==> config.mk <==
export PLATFORM = sky130hd
export DESIGN_NAME = bus_frame_receiver_crc16_unit
export DESIGN_NICKNAME = d
export VERILOG_FILES = /design/src/rtl/core/bfr_crc16_pkg.sv /design/src/rtl/core/bfr_crc16_step.sv /design/src/rtl/core/bus_frame_receiver_crc16_unit.sv
export VERILOG_INCLUDE_DIRS = /design/src /design/src/rtl/core
export SDC_FILE = /design/constraint.sdc
export NUM_CORES = 1
export LEC_CHECK = 0
export ABC_AREA = 1
export CAP_MARGIN = 20
export CELL_PAD_IN_SITES_DETAIL_PLACEMENT = 1
export CELL_PAD_IN_SITES_GLOBAL_PLACEMENT = 1
export CORE_UTILIZATION = 50
export DETAILED_ROUTE_END_ITERATION = 10
export DONT_BUFFER_PORTS = 1
export PLACE_DENSITY_LB_ADDON = 0.1
export SLEW_MARGIN = 5
export SYNTH_ARGS = -nofsm -noshare
export SYNTH_HDL_FRONTEND = slang
export SYNTH_SLANG_ARGS = --single-unit
==> constraint.sdc <==
create_clock -name clk -period 4.46 [get_ports clk]
set_input_delay 0.446 -clock clk [delete_from_list [all_inputs] [get_ports clk]]
set_output_delay 0.446 -clock clk [all_outputs]
set_load 0.1 [all_outputs]
==> src/rtl/core/bus_frame_receiver_crc16_unit_defines.svh <==
// Assertion macros shared by the frame receiver RTL.
`ifndef BUS_FRAME_RECEIVER_CRC16_UNIT_DEFINES_SVH
`define BUS_FRAME_RECEIVER_CRC16_UNIT_DEFINES_SVH

`ifndef NO_ASSERTIONS
// Same-cycle implication, checked outside reset.
`define BFR_ASSERT_IMPL(label, ante, cons, msg) \
    label: assert property (@(posedge clk) disable iff (!rst_n) (ante) |-> (cons)) \
        else $error(msg);
// Next-cycle implication, checked outside reset.
`define BFR_ASSERT_NEXT(label, ante, cons, msg) \
    label: assert property (@(posedge clk) disable iff (!rst_n) (ante) |=> (cons)) \
        else $error(msg);
`else
`define BFR_ASSERT_IMPL(label, ante, cons, msg)
`define BFR_ASSERT_NEXT(label, ante, cons, msg)
`endif

`endif

==> src/rtl/core/bfr_crc16_pkg.sv <==
// Package with the frame constants and phase type of the frame receiver.
`default_nettype none

package bfr_crc16_pkg;

    // Start byte codes.
    localparam logic [7:0] START_REQUEST  = 8'h3F;
    localparam logic [7:0] START_RESPONSE = 8'h2A;

    // CRC-16/MODBUS parameters (reflected form).
    localparam logic [15:0] CRC_INIT = 16'hFFFF;
    localparam logic [15:0] CRC_POLY = 16'hA001;

    // Frame assembly phase, one-hot.
    typedef enum logic [6:0] {
        PH_IDLE  = 7'b0000001,
        PH_START = 7'b0000010,
        PH_ADDR  = 7'b0000100,
        PH_FUNC  = 7'b0001000,
        PH_DATA  = 7'b0010000,
        PH_CRCH  = 7'b0100000,
        PH_DONE  = 7'b1000000
    } phase_t;

endpackage

`default_nettype wire

==> src/rtl/core/bfr_crc16_step.sv <==
// Folds one byte into a running CRC-16/MODBUS value.
`default_nettype none

module bfr_crc16_step
    import bfr_crc16_pkg::*;
(
    input  wire logic [15:0] seed,
    input  wire logic [7:0]  rx_data,
    output logic [15:0]      folded
);

    // Eight bit steps of the reflected shift register.
    always_comb
    begin
        logic [15:0] c;
        c = seed ^ {8'h00, rx_data};
        for (int k = 0; k < 8; k++)
        begin
            if (c[0])
            begin
                c = (c >> 1) ^ CRC_POLY;
            end
            else
            begin
                c = c >> 1;
            end
        end
        folded = c;
    end

endmodule

`default_nettype wire

==> src/rtl/core/bus_frame_receiver_crc16_unit.sv <==
// Top level of the six-byte serial frame receiver with CRC-16/MODBUS check.
//
// Usage: received bytes enter on the input channel (in_valid, in_stall, rx_byte).
// A frame is a start byte (0x3F request or 0x2A response), address, function,
// data, CRC high byte and CRC low byte. Either start byte restarts the frame
// at any position. Bytes before a start byte or after a complete frame are
// dropped. The CRC low byte of a frame makes one request on the output
// channel (out_valid, out_stall) carrying the frame fields and crc_ok.
// Path: an accepted byte is held in the input register, then folded into the
// frame state and, for the CRC low byte, into the result register.
// Throughput: one byte per cycle while no result is stalled, as the CRC byte
// fold between the input register and the running CRC register is combinational.
// Reset clears the frame phase, the running CRC and both valid flags.
// When the receiver stalls a result, the result stays put, one more byte is
// held in the input register, and in_stall rises only when that register is
// also full.
`default_nettype none

`include "bus_frame_receiver_crc16_unit_defines.svh"

module bus_frame_receiver_crc16_unit
    import bfr_crc16_pkg::*;
(
    input  wire logic        clk,
    input  wire logic        rst_n,
    input  wire logic        in_valid,
    output logic             in_stall,
    input  wire logic [7:0]  rx_byte,
    output logic             out_valid,
    input  wire logic        out_stall,
    output logic             is_response,
    output logic [7:0]       node_address,
    output logic [7:0]       function_code,
    output logic [7:0]       payload,
    output logic [15:0]      received_crc,
    output logic             crc_ok
);

    // Input register.
    logic        in_v_reg, in_v_next;
    logic [7:0]  in_byte_reg, in_byte_next;

    // Frame state.
    phase_t      phase_reg, phase_next;
    logic        kind_reg, kind_next;
    logic [7:0]  addr_reg, addr_next;
    logic [7:0]  func_reg, func_next;
    logic [7:0]  data_reg, data_next;
    logic [7:0]  crch_reg, crch_next;
    logic [15:0] crc_reg, crc_next;

    // Result register.
    logic        out_v_reg, out_v_next;
    logic        res_kind_reg, res_kind_next;
    logic [7:0]  res_addr_reg, res_addr_next;
    logic [7:0]  res_func_reg, res_func_next;
    logic [7:0]  res_data_reg, res_data_next;
    logic [15:0] res_crc_reg, res_crc_next;
    logic        res_ok_reg, res_ok_next;

    logic        advance;
    logic        take_in;
    logic        process;
    logic        is_start;
    logic        emit;
    logic [15:0] crc_seed;
    logic [15:0] crc_folded;
    logic [15:0] rx_crc;

    // Pipeline moves when the result register is empty or being taken.
    assign advance  = !out_v_reg || !out_stall;
    assign in_stall = in_v_reg && !advance;
    assign take_in  = in_valid && !in_stall;
    assign process  = in_v_reg && advance;

    assign is_start = (in_byte_reg == START_REQUEST) || (in_byte_reg == START_RESPONSE);
    assign crc_seed = is_start ? CRC_INIT : crc_reg;
    assign rx_crc   = {crch_reg, in_byte_reg};

    bfr_crc16_step u_crc_step (
        .seed    (crc_seed),
        .rx_data (in_byte_reg),
        .folded  (crc_folded)
    );

    // Input register load.
    always_comb
    begin
        in_v_next    = in_v_reg;
        in_byte_next = in_byte_reg;
        if (take_in)
        begin
            in_v_next    = 1'b1;
            in_byte_next = rx_byte;
        end
        else if (advance)
        begin
            in_v_next = 1'b0;
        end
    end

    // Frame assembly.
    always_comb
    begin
        phase_next = phase_reg;
        kind_next  = kind_reg;
        addr_next  = addr_reg;
        func_next  = func_reg;
        data_next  = data_reg;
        crch_next  = crch_reg;
        crc_next   = crc_reg;
        emit       = 1'b0;
        if (process)
        begin
            if (is_start)
            begin
                kind_next  = (in_byte_reg == START_RESPONSE);
                crc_next   = crc_folded;
                phase_next = PH_START;
            end
            else
            begin
                case (phase_reg)
                    PH_START:
                    begin
                        addr_next  = in_byte_reg;
                        crc_next   = crc_folded;
                        phase_next = PH_ADDR;
                    end
                    PH_ADDR:
                    begin
                        func_next  = in_byte_reg;
                        crc_next   = crc_folded;
                        phase_next = PH_FUNC;
                    end
                    PH_FUNC:
                    begin
                        data_next  = in_byte_reg;
                        crc_next   = crc_folded;
                        phase_next = PH_DATA;
                    end
                    PH_DATA:
                    begin
                        crch_next  = in_byte_reg;
                        phase_next = PH_CRCH;
                    end
                    PH_CRCH:
                    begin
                        emit       = 1'b1;
                        phase_next = PH_DONE;
                    end
                    default:
                    begin
                        phase_next = phase_reg;
                    end
                endcase
            end
        end
    end

    // Result register load.
    always_comb
    begin
        out_v_next    = out_v_reg;
        res_kind_next = res_kind_reg;
        res_addr_next = res_addr_reg;
        res_func_next = res_func_reg;
        res_data_next = res_data_reg;
        res_crc_next  = res_crc_reg;
        res_ok_next   = res_ok_reg;
        if (advance)
        begin
            out_v_next = emit;
        end
        if (emit)
        begin
            res_kind_next = kind_reg;
            res_addr_next = addr_reg;
            res_func_next = func_reg;
            res_data_next = data_reg;
            res_crc_next  = rx_crc;
            res_ok_next   = (rx_crc == crc_reg);
        end
    end

    // Control state with reset.
    always_ff @(posedge clk or negedge rst_n)
    begin
        if (!rst_n)
        begin
            in_v_reg  <= 1'b0;
            out_v_reg <= 1'b0;
            phase_reg <= PH_IDLE;
            kind_reg  <= 1'b0;
            addr_reg  <= 8'h00;
            func_reg  <= 8'h00;
            data_reg  <= 8'h00;
            crch_reg  <= 8'h00;
            crc_reg   <= CRC_INIT;
        end
        else
        begin
            in_v_reg  <= in_v_next;
            out_v_reg <= out_v_next;
            phase_reg <= phase_next;
            kind_reg  <= kind_next;
            addr_reg  <= addr_next;
            func_reg  <= func_next;
            data_reg  <= data_next;
            crch_reg  <= crch_next;
            crc_reg   <= crc_next;
        end
    end

    // Payload registers.
    always_ff @(posedge clk)
    begin
        in_byte_reg  <= in_byte_next;
        res_kind_reg <= res_kind_next;
        res_addr_reg <= res_addr_next;
        res_func_reg <= res_func_next;
        res_data_reg <= res_data_next;
        res_crc_reg  <= res_crc_next;
        res_ok_reg   <= res_ok_next;
    end

    assign out_valid     = out_v_reg;
    assign is_response   = res_kind_reg;
    assign node_address  = res_addr_reg;
    assign function_code = res_func_reg;
    assign payload       = res_data_reg;
    assign received_crc  = res_crc_reg;
    assign crc_ok        = res_ok_reg;

    // A result is always followed by the frame being marked complete.
    `BFR_ASSERT_NEXT(a_emit_done, emit,
        (phase_reg == PH_DONE) && out_v_reg, "frame result lost")
    // Backpressure reaches the input only with a byte held in the input register.
    `BFR_ASSERT_IMPL(a_stall_held, in_stall, in_v_reg && out_v_reg, "input stalled without cause")
    // A non-start byte while idle leaves the receiver idle.
    `BFR_ASSERT_NEXT(a_idle_ignore, process && !is_start && (phase_reg == PH_IDLE),
        (phase_reg == PH_IDLE) && !out_v_reg, "stray byte left idle")

endmodule

`default_nettype wire
==> summary.txt, run 1 <==
Synth
  – Dominant synthesized flop cell: edfxtp_1
  – Ys async rst share: 0.537
  – Avg Inst Size Synth: around 11 sq um
  – Post-synthesis cell count: between 300 and 400
  – Seq cells post-synth: about 110
  – Post-synth EDFFs: 50
  – Syn. warnings: 0
  – Mapped Nets: 393
  – Mapped Area: between 4000 and 5000 sq um
  – Seq/Total Area, Yosys: 0.687
  – Synth cell types: 28

Min path
  – Worst Hold Class: input pin to flop
  – Min-Delay Endpoint: in_byte_reg[2]
  – Worst min-delay path startpoint: rx_byte[2]
  – Hold path depth: 0

Detailed routing
  – Routed wire per std cell: approximately 19 um
  – WL final: between 9 and 10 mm
  – DRC errors left: 0
  – Drt initial violations: around 100
  – Drt pass-1 iters: 4
  – Antenna viol nets, final: 0
  – Via density: 5.48
  – Routed via count: ~2700

STA
  – Peak Freq: approximately 370 MHz
  – Final hold viol count: 0
  – Sum Neg Setup Slack: 0 ns
  – Final WS setup: roughly 1.8 ns
  – Max-Slew Margin vs Limit: 0.370
  – Worst-margin pin slew: roughly 0.95 ns
  – Final Skew: about 0.012 ns
  – Min Hold Slack: roughly 0.17 ns
  – Final Cycle Share: 0.601
  – Fin crit period: 2.68 ns
  – RSZ-0062 raised after global routing: false
  – Final Setup Violations: 0
  – Fin. max-slew vios: 0

Cells and area
  – Nets: around 400
  – Layout Utilization: 0.566
  – Area delta synth->final: 8.35%
  – Layout cells sized above 1: 0.149
  – Ant. Diodes: 0
  – Final instance area: approximately 4700 sq um
  – Post-Layout Cell Count: 500

Clocking
  – Clk buf depth: 2
  – Total clock buffers created by CTS: 9
  – Setup bufs post-CTS: 0
  – CTS H-tree depth: 3
  – Clock Sink Count: ~110
  – Clk_lat worst skew: between 0.3 and 0.4 ns
  – Root buffer cell: clkbuf_8
  – CTS tree: built
  – Worst-path clk slew: between 0.1 and 0.15 ns

Placement
  – Post-place instance area: between 4000 and 5000 sq um
  – Port Buf Inserts: 0
  – Placer Congestion: 0.855
  – Inst Count DP: roughly 480
  – Hpwl dp: about 6.8 mm
  – Pre-CTS setup slack: between 1.5 and 2 ns

Global routing
  – Antenna violations before repair: 0
  – Total track usage: 0.234
  – Final global-route overflow total: 0
  – Largest net degree at the start of global routing: 59
  – Vias in the first global route: roughly 2800
  – First-pass GRT wire length: ~15 mm

Critical path
  – CP top delay family: flip-flops
  – CP Max Fanout: 32
  – Startpoint class of the critical path: flop
  – Slowest CP cell: dfrtp_1
  – R2R Path Start: out_valid
  – WP buf/inv: 2
  – Required time worst endpoint: between 4 and 5 ns
  – Worst R2R Path Depth: 6
  – Max incr delay on CP: ~0.95 ns
  – WS Path Type: flop to flop
  – R2R Path End: crc_ok
  – CP Cell Sequence: nand2_1 -> nand2_1 -> nor2_2 -> nand2_1 -> clkinv_1 -> buf_4
  – Critical Path AT: ~2.8 ns
  – Most used cell, CP: nand2_1
  – R2r setup slk: between 1.5 and 2 ns
  – Worst Setup End Kind: flop

Power
  – Peak supply drop: 0.208 mV
  – P_leak: 2.09 nW
  – PnR Total Power: about 2.1 mW
  – Pwr/cell area: about 450 nW/um^2

Die
  – Die Y: approximately 95 um
  – Die area: approximately 9000 sq um
  – Rows: 33
  – Die W: ~95 um
  – I/O pins: 56
  – Initial Util: 0.522
  – Core area: approximately 8300 sq um

Flow run
  – Max-cap viol count: 0

Outcome
  – Outcome: finished clean
Yosys cell counts, types with 2 or more instances:
cell type	count	area share
xnor2_1	12	0.024
inv_1	34	0.029
nand3_1	13	0.015
o21ai_0	51	0.059
edfxtp_1	50	0.35
inv_2	3	0.0026
xor2_1	9	0.018
clkbuf_1	5	0.0043
o22a_1	3	0.0061
a21oi_1	4	0.0046
nand2_1	92	0.080
dfrtp_1	41	0.24
nand3_2	3	0.0069
nor2_1	14	0.012
nand2_4	3	0.0078
nor3_1	2	0.0023
nor4_1	2	0.0029
nand2_2	8	0.012
nor2_2	2	0.0029
dfstp_2	17	0.10
nand4_1	6	0.0087
cell usage in the layout (no fill, tap or decap), types with 3 or more instances in the layout:
cell / Yosys / routed
edfxtp_1: 50 / 50
nand2_1: 92 / 92
xnor2_1: 12 / 12
o22a_1: 3 / 3
nand3_2: 3 / 3
inv_1: 34 / 33
nand3_1: 13 / 13
nor2_2: 2 / 3
nand4_1: 6 / 6
a21oi_1: 4 / 4
nand2_2: 8 / 8
o21ai_0: 51 / 51
clkbuf_8: 0 / 9
dfstp_2: 17 / 17
nand2_4: 3 / 3
xor2_1: 9 / 9
nor2_1: 14 / 13
dfrtp_1: 41 / 41
inv_2: 3 / 3
power breakdown:
group / switching [mW] / internal [mW] / leakage (nW)
Clock: 0.348 / 0.272 / 0.101
Combinational: 0.211 / 0.123 / 0.722
Sequential: 0.0553 / 1.12 / 1.27
Total: 0.614 / 1.51 / 2.09
cell type report:
type	count	area, sq um
repair buffers	4	52.6
flip-flops and latches	108	2970
fillers	874	3610
clock inverters	6	77.6
multi-input cells	229	1190
clock buffers	10	128
well taps	105	131
inverters	38	143
per-layer routing:
layer	track usage	vias up	routed length (um)
li1	-	1282	-
met1	0.306	1382	4210
met2	0.393	67	4760
met3	0.0486	11	314
met4	0.0694	0	136
met5	0	-	0
logic make-up after synthesis:
| group | share of synthesized area |
|---|---|
| AND/OR/NAND/NOR | 0.156 |
| flip-flops | 0.687 |
| AO/OA/AOI/OAI | 0.0716 |
| buffers and inverters | 0.0399 |
| XOR/XNOR | 0.0462 |
worst max path at each step:
stage	startpoint	endpoint	slack, ns	cells after the start
floorplan	out_valid	in_byte_reg[0]	1.37	5
global placement	out_valid	crc_reg[0]	1.88	12
detailed placement	out_valid	crc_ok	1.81	6
CTS	out_valid	function_code[4]	1.78	6
global route	out_valid	crc_reg[0]	1.58	12
finish	out_valid	crc_ok	1.78	6
repair_timing:
action,CTS,global route
hold buffers,2,0
endpoints found under the hold margin,58,0
resized for setup,0,0
Note: power is estimated with default switching activity, not from simulation.
==> run 2, diff against run 1 <==
- clock period: 4.46 -> 2.6 ns (I/O delays scaled with it)
==> run 2 against run 1 <==
Core utilization is 1.1 points higher. Clock power is 59% higher. Maximum frequency up 11%. Die area did not move. Sequential share of layout area decreased by 1.3 points. Via count grew 1.7%. Global-route usage grew 2.1 points. Highest routed layer unchanged.
==> summary.txt, run 2 (synthesis gave the netlist of run 1 again) <==
Outcome
  – Outcome: finished clean (unchanged)

Detailed routing
  – Routed via count: 2788 (was 2742)
  – Antenna viol nets, final: 0 (unchanged)
  – Drt pass-1 iters: 4 (unchanged)
  – DRC errors left: 0 (unchanged)
  – Via density: 5.47 (was 5.48)
  – Drt initial violations: 157 (was 103)
  – Routed wire per std cell: 20.3 um (was 18.8 um)
  – WL final: 10.4 mm (was 9.42 mm)

Critical path
  – R2R Path Start: in_byte_reg[6] (was out_valid)
  – Startpoint class of the critical path: flop (unchanged)
  – Worst R2R Path Depth: 9 (was 6)
  – WS Path Type: flop to flop (unchanged)
  – CP Max Fanout: 32 (unchanged)
  – R2R Path End: payload[3] (was crc_ok)
  – Worst Setup End Kind: flop (unchanged)
  – Required time worst endpoint: 2.73 ns (was 4.54 ns)
  – Critical Path AT: 2.55 ns (was 2.76 ns)
  – R2r setup slk: 0.18 ns (was 1.78 ns)

STA
  – RSZ-0062 raised after global routing: false (unchanged)
  – Peak Freq: 414 MHz (was 373 MHz)
  – Fin crit period: 2.42 ns (was 2.68 ns)
  – Final WS setup: 0.184 ns (was 1.78 ns)
  – Final Setup Violations: 0 (unchanged)
  – Max-Slew Margin vs Limit: 0.357 (was 0.370)
  – Fin. max-slew vios: 0 (unchanged)
  – Final Skew: 0.00881 ns (was 0.0122 ns)
  – Final hold viol count: 0 (unchanged)
  – Final Cycle Share: 0.929 (was 0.601)
  – Sum Neg Setup Slack: 0 ns (unchanged)
  – Worst-margin pin slew: 0.966 ns (was 0.948 ns)

Min path
  – Worst Hold Class: input pin to flop (unchanged)
  – Worst min-delay path startpoint: in_valid (was rx_byte[2])
  – Hold path depth: 2 (was 0)
  – Min-Delay Endpoint: in_v_reg (was in_byte_reg[2])

Flow run
  – Max-cap viol count: 0 (unchanged)

Die
  – Rows: 33 (unchanged)
  – Initial Util: 0.522 (unchanged)
  – I/O pins: 56 (unchanged)
  – Core area: 8300 sq um (unchanged)
  – Die area: 9040 sq um (unchanged)
  – Die Y: 95.1 um (unchanged)
  – Die W: 95.1 um (unchanged)

Global routing
  – First-pass GRT wire length: 16.4 mm (was 15.5 mm)
  – Antenna violations before repair: 0 (unchanged)
  – Final global-route overflow total: 0 (unchanged)
  – Vias in the first global route: 2967 (was 2826)
  – Largest net degree at the start of global routing: 59 (unchanged)
  – Total track usage: 0.255 (was 0.234)

Placement
  – Inst Count DP: 484 (was 482)
  – Placer Congestion: 0.821 (was 0.855)
  – Port Buf Inserts: 0 (unchanged)
  – Pre-CTS setup slack: 0.219 ns (was 1.81 ns)
  – Post-place instance area: 4490 sq um (was 4450 sq um)
  – Hpwl dp: 7.21 mm (was 6.76 mm)

Clocking
  – Total clock buffers created by CTS: 9 (unchanged)
  – CTS resizes: 0 (unchanged)
  – CTS H-tree depth: 3 (unchanged)
  – Worst-path clk slew: 0.11 ns (about the same)
  – Clock Sink Count: 108 (unchanged)
  – Hold buffer count at cts: 10 (was 2)
  – Setup bufs post-CTS: 0 (unchanged)
  – Clk buf depth: 2 (unchanged)
  – Clk_lat worst skew: 0.38 ns (was 0.36 ns)
  – Root buffer cell: clkbuf_8 (unchanged)
  – CTS tree: built (unchanged)

Cells and area
  – Ant. Diodes: 0 (unchanged)
  – Final instance area: 4790 sq um (was 4690 sq um)
  – Commonest non-fill, non-tap cell in the layout: nand2_1 (unchanged)
  – Most frequent cells in the layout: nand2_1, o21ai_0, edfxtp_1, dfrtp_1, inv_1 (unchanged)
  – Layout cells sized above 1: 0.153 (was 0.149)
  – Post-Layout Cell Count: 510 (was 500)
  – Area delta synth->final: 10.5% (was 8.35%)
  – Nets: 412 (was 402)
  – Filler Cells Inserted: 847 (was 874)

Power
  – Peak supply drop: 0.360 mV (was 0.208 mV)
  – P_leak: 2.13 nW (was 2.09 nW)
  – Pwr/cell area: 752 nW/um^2 (was 453 nW/um^2)
[run 2: routing by layer]
metal | vias up | part of all wire | track usage
li1 | 1297 | - | -
met1 | 1392 | 0.45 | 0.332
met2 | 71 | 0.48 | 0.406
met3 | 28 | 0.032 | 0.0502
met4 | 0 | 0.033 | 0.129
met5 | - | 0 | 0
[run 2: worst max path at each step]
stage	from	endpoint	slack, ns
2_1_floorplan	out_valid	crc_ok	0.07
5_1_grt	in_byte_reg[2]	payload[0]	0.003
3_5_place_dp	in_byte_reg[6]	function_code[0]	0.22
3_3_place_gp	in_byte_reg[2]	is_response	0.34
6_report	in_byte_reg[6]	payload[3]	0.18
4_1_cts	in_byte_reg[6]	payload[3]	0.20
[run 2: through the flow]
stage | hold slack, ns | power (mW) | util
2_1_floorplan | -0.0356 | 2.45 | -
3_3_place_gp | -0.0343 | 2.59 | 0.541
3_5_place_dp | -0.0342 | 2.61 | 0.541
4_1_cts | 0.0267 | 3.61 | 0.577
5_1_grt | 0.0518 | 3.76 | 0.577
6_report | 0.0332 | 3.60 | 0.577
[run 2: final cells by class]
type,count,area [sq um],share of cell area
Multi-Input combinational cell,229,1190,0.249
Timing Repair Buffer,14,160,0.0334
Clock buffer,10,128,0.0267
Clock inverter,6,56.3,0.0118
Inverter,38,146,0.0306
Sequential cell,108,2970,0.621
Tap cell,105,131,0.0274
[run 2: worst max-delay path: stages (launching register included)]
cell	delay, ns
edfxtp_1	0.49
inv_1	0.24
nand2_1	0.17
nor2_1	0.14
nand2_1	0.09
nand2_1	0.19
nor2_2	0.09
nand2_1	0.16
clkinvlp_4	0.30
buf_12	0.27
[run 2: power breakdown]
part / switching [mW] / leakage [nW] / internal, mW / total (mW)
clock network: 0.617 / 0.0909 / 0.370 / 0.987
logic: 0.382 / 0.765 / 0.219 / 0.601
registers: 0.0958 / 1.27 / 1.92 / 2.01
==> run 3, diff against run 2 <==
- GPL_ROUTABILITY_DRIVEN: unset -> 0
- PLACE_DENSITY: unset -> 0.87
- PLACE_DENSITY_LB_ADDON: 0.1 -> unset
==> run 3 against run 2 <==
Count of clock-buffer cells in the layout decreased by 1. Critical endpoint is now node_address[7]. Clock skew is 0.00088 ns higher. Die area stayed put. Highest routed layer unchanged. Sequential power barely moved. Setup slack got worse by 0.0041 ns. Combinational power fell by 0.8%.
==> summary.txt, run 3 (synthesis gave the netlist of run 1 again) <==
Critical path
  – Worst R2R Path Depth: 9 (unchanged)
  – Startpoint class of the critical path: flop (unchanged)
  – Slowest CP cell: edfxtp_1 (unchanged)
  – WS Path Type: flop to flop (unchanged)
  – Worst Setup End Kind: flop (unchanged)
  – CP Max Fanout: 35 (was 32)
  – CP endpoint: node_address[7] (was payload[3])
  – CP Depth: 9 (unchanged)
  – Critical Path AT: 2.55 ns (about the same)
  – Required time worst endpoint: 2.73 ns (about the same)
  – Max incr delay on CP: 0.48 ns (was 0.49 ns)
  – Crit path from: in_byte_reg[6] (unchanged)
  – WP buf/inv: 3 (unchanged)
  – CP Cell Sequence: inv_1 -> nand2_1 -> nor2_1 -> nand2_1 -> nand2_1 -> nor2_2 -> nand2_1 -> clkinvlp_4 -> buf_12 (unchanged)
  – R2R Path End: node_address[7] (was payload[3])
  – Most used cell, CP: nand2_1 (unchanged)
  – R2r setup slk: 0.18 ns (about the same)
  – R2R Path Start: in_byte_reg[6] (unchanged)
  – CP top delay family: simple AND/OR/NAND/NOR gates (unchanged)

Clocking
  – Root buffer cell: clkbuf_8 (unchanged)
  – CTS resizes: 0 (unchanged)
  – Clk buf depth: 2 (unchanged)
  – Setup bufs post-CTS: 0 (unchanged)
  – Total clock buffers created by CTS: 9 (unchanged)
  – Worst-path clk slew: 0.10 ns (was 0.11 ns)
  – CTS tree: built (unchanged)
  – Clk_lat worst skew: 0.38 ns (about the same)
  – Clock Sink Count: 108 (unchanged)
  – CTS H-tree depth: 3 (unchanged)

STA
  – Final Skew: 0.00969 ns (was 0.00881 ns)
  – Worst-margin pin slew: 0.953 ns (was 0.966 ns)
  – Fin crit period: 2.42 ns (about the same)
  – Min Hold Slack: 0.0123 ns (was 0.0332 ns)
  – RSZ-0062 raised after global routing: false (unchanged)
  – Peak Freq: 413 MHz (was 414 MHz)
  – Final Setup Violations: 0 (unchanged)
  – Final Cycle Share: 0.931 (was 0.929)
  – Fin. max-slew vios: 0 (unchanged)
  – Max-Slew Margin vs Limit: 0.366 (was 0.357)
  – Final hold viol count: 0 (unchanged)
  – Sum Neg Setup Slack: 0 ns (unchanged)

Die
  – Rows: 33 (unchanged)
  – Die W: 95.1 um (unchanged)
  – Initial Util: 0.522 (unchanged)
  – Die Y: 95.1 um (unchanged)
  – Die area: 9040 sq um (unchanged)
  – Core area: 8300 sq um (unchanged)
  – I/O pins: 56 (unchanged)

Detailed routing
  – Drt initial violations: 102 (was 157)
  – Routed wire per std cell: 20.3 um (about the same)
  – Drt pass-1 iters: 4 (unchanged)
  – WL final: 10.4 mm (about the same)
  – DRC errors left: 0 (unchanged)
  – Antenna viol nets, final: 0 (unchanged)
  – Routed via count: 2862 (was 2788)
  – Via density: 5.61 (was 5.47)

Cells and area
  – Final instance area: 4790 sq um (about the same)
  – Ant. Diodes: 0 (unchanged)
  – Layout cells sized above 1: 0.156 (was 0.153)
  – Commonest non-fill, non-tap cell in the layout: nand2_1 (unchanged)
  – Area delta synth->final: 10.6% (was 10.5%)
  – Nets: 412 (unchanged)
  – Most frequent cells in the layout: nand2_1, o21ai_0, edfxtp_1, dfrtp_1, inv_1 (unchanged)

Power
  – Peak supply drop: 0.376 mV (was 0.360 mV)
  – P_leak: 2.13 nW (about the same)
  – PnR Total Power: 3.59 mW (was 3.60 mW)
  – Pwr/cell area: 750 nW/um^2 (was 752 nW/um^2)

Placement
  – Hpwl dp: 7.41 mm (was 7.21 mm)
  – Post-place instance area: 4490 sq um (unchanged)
  – Port Buf Inserts: 0 (unchanged)

Flow run
  – Max-cap viol count: 0 (unchanged)

Min path
  – Worst Hold Class: input pin to flop (unchanged)

Global routing
  – First-pass GRT wire length: 17.0 mm (was 16.4 mm)
  – Largest net degree at the start of global routing: 59 (unchanged)
  – Total track usage: 0.261 (was 0.255)
  – Final global-route overflow total: 0 (unchanged)
  – Antenna violations before repair: 0 (unchanged)
  – Vias in the first global route: 3117 (was 2967)

Outcome
  – Outcome: finished clean (unchanged)
-- run 3: cell types whose count changed in the layout (fill, tap and decap cells not counted) --
cell,change
clkbuf_1,-1
inv_6,+3
clkinv_2,+1
clkinv_8,+1
clkinv_4,-2
inv_8,-2
-- run 3: where the power goes --
group | switching, mW | internal [mW]
Combinational | 0.378 | 0.219
Clock | 0.615 | 0.369
Sequential | 0.0976 | 1.92
-- run 3: worst min path at each step --
stage | start | end | slack, ns | depth (start not counted)
after global placement | rst_n | phase_reg[3] | -0.03 | 0
after global routing | in_valid | in_v_reg | 0.02 | 2
after floorplan | rst_n | addr_reg[0] | -0.04 | 0
after CTS | in_valid | in_v_reg | 0.01 | 2
final | in_valid | in_v_reg | 0.01 | 2
after detailed placement | rst_n | out_valid | -0.03 | 0
-- run 3: stage by stage --
stage	util	setup slack [ns]	std cells
final	0.577	0.180	510
after global routing	0.577	0.0330	510
after CTS	0.577	0.181	510
after detailed placement	0.541	0.245	484
after global placement	0.541	0.461	484
after floorplan	-	0.0652	381
-- run 3: repair_timing --
action | CTS | global route
hold buffers | 10 | 0
endpoints found under the hold margin | 66 | 0
setup endpoints to repair | 0 | 0
-- run 3: final cells by class --
type	count	area, sq um
Timing Repair Buffer	14	160
Inverter	38	146
Multi-Input combinational cell	229	1190
Tap cell	105	131
Clock buffer	9	124
Clock inverter	7	63.8
Sequential cell	108	2970
Fill cell	849	3510
-- run 3: per-layer routing --
| layer | GRT usage | vias up | routed length, um |
|---|---|---|---|
| met2 | 0.435 | 106 | 5220 |
| met5 | 0 | - | 0 |
| li1 | - | 1302 | - |
| met3 | 0.0518 | 23 | 549 |
| met4 | 0.115 | 0 | 259 |
| met1 | 0.330 | 1431 | 4330 |
-- run 3: worst register-to-register path, stage by stage (launching register included) --
cell and delay [ns]:
edfxtp_1 0.48, inv_1 0.27, nand2_1 0.20, nor2_1 0.16
nand2_1 0.09, nand2_1 0.17, nor2_2 0.09, nand2_1 0.18
clkinvlp_4 0.27, buf_12 0.26
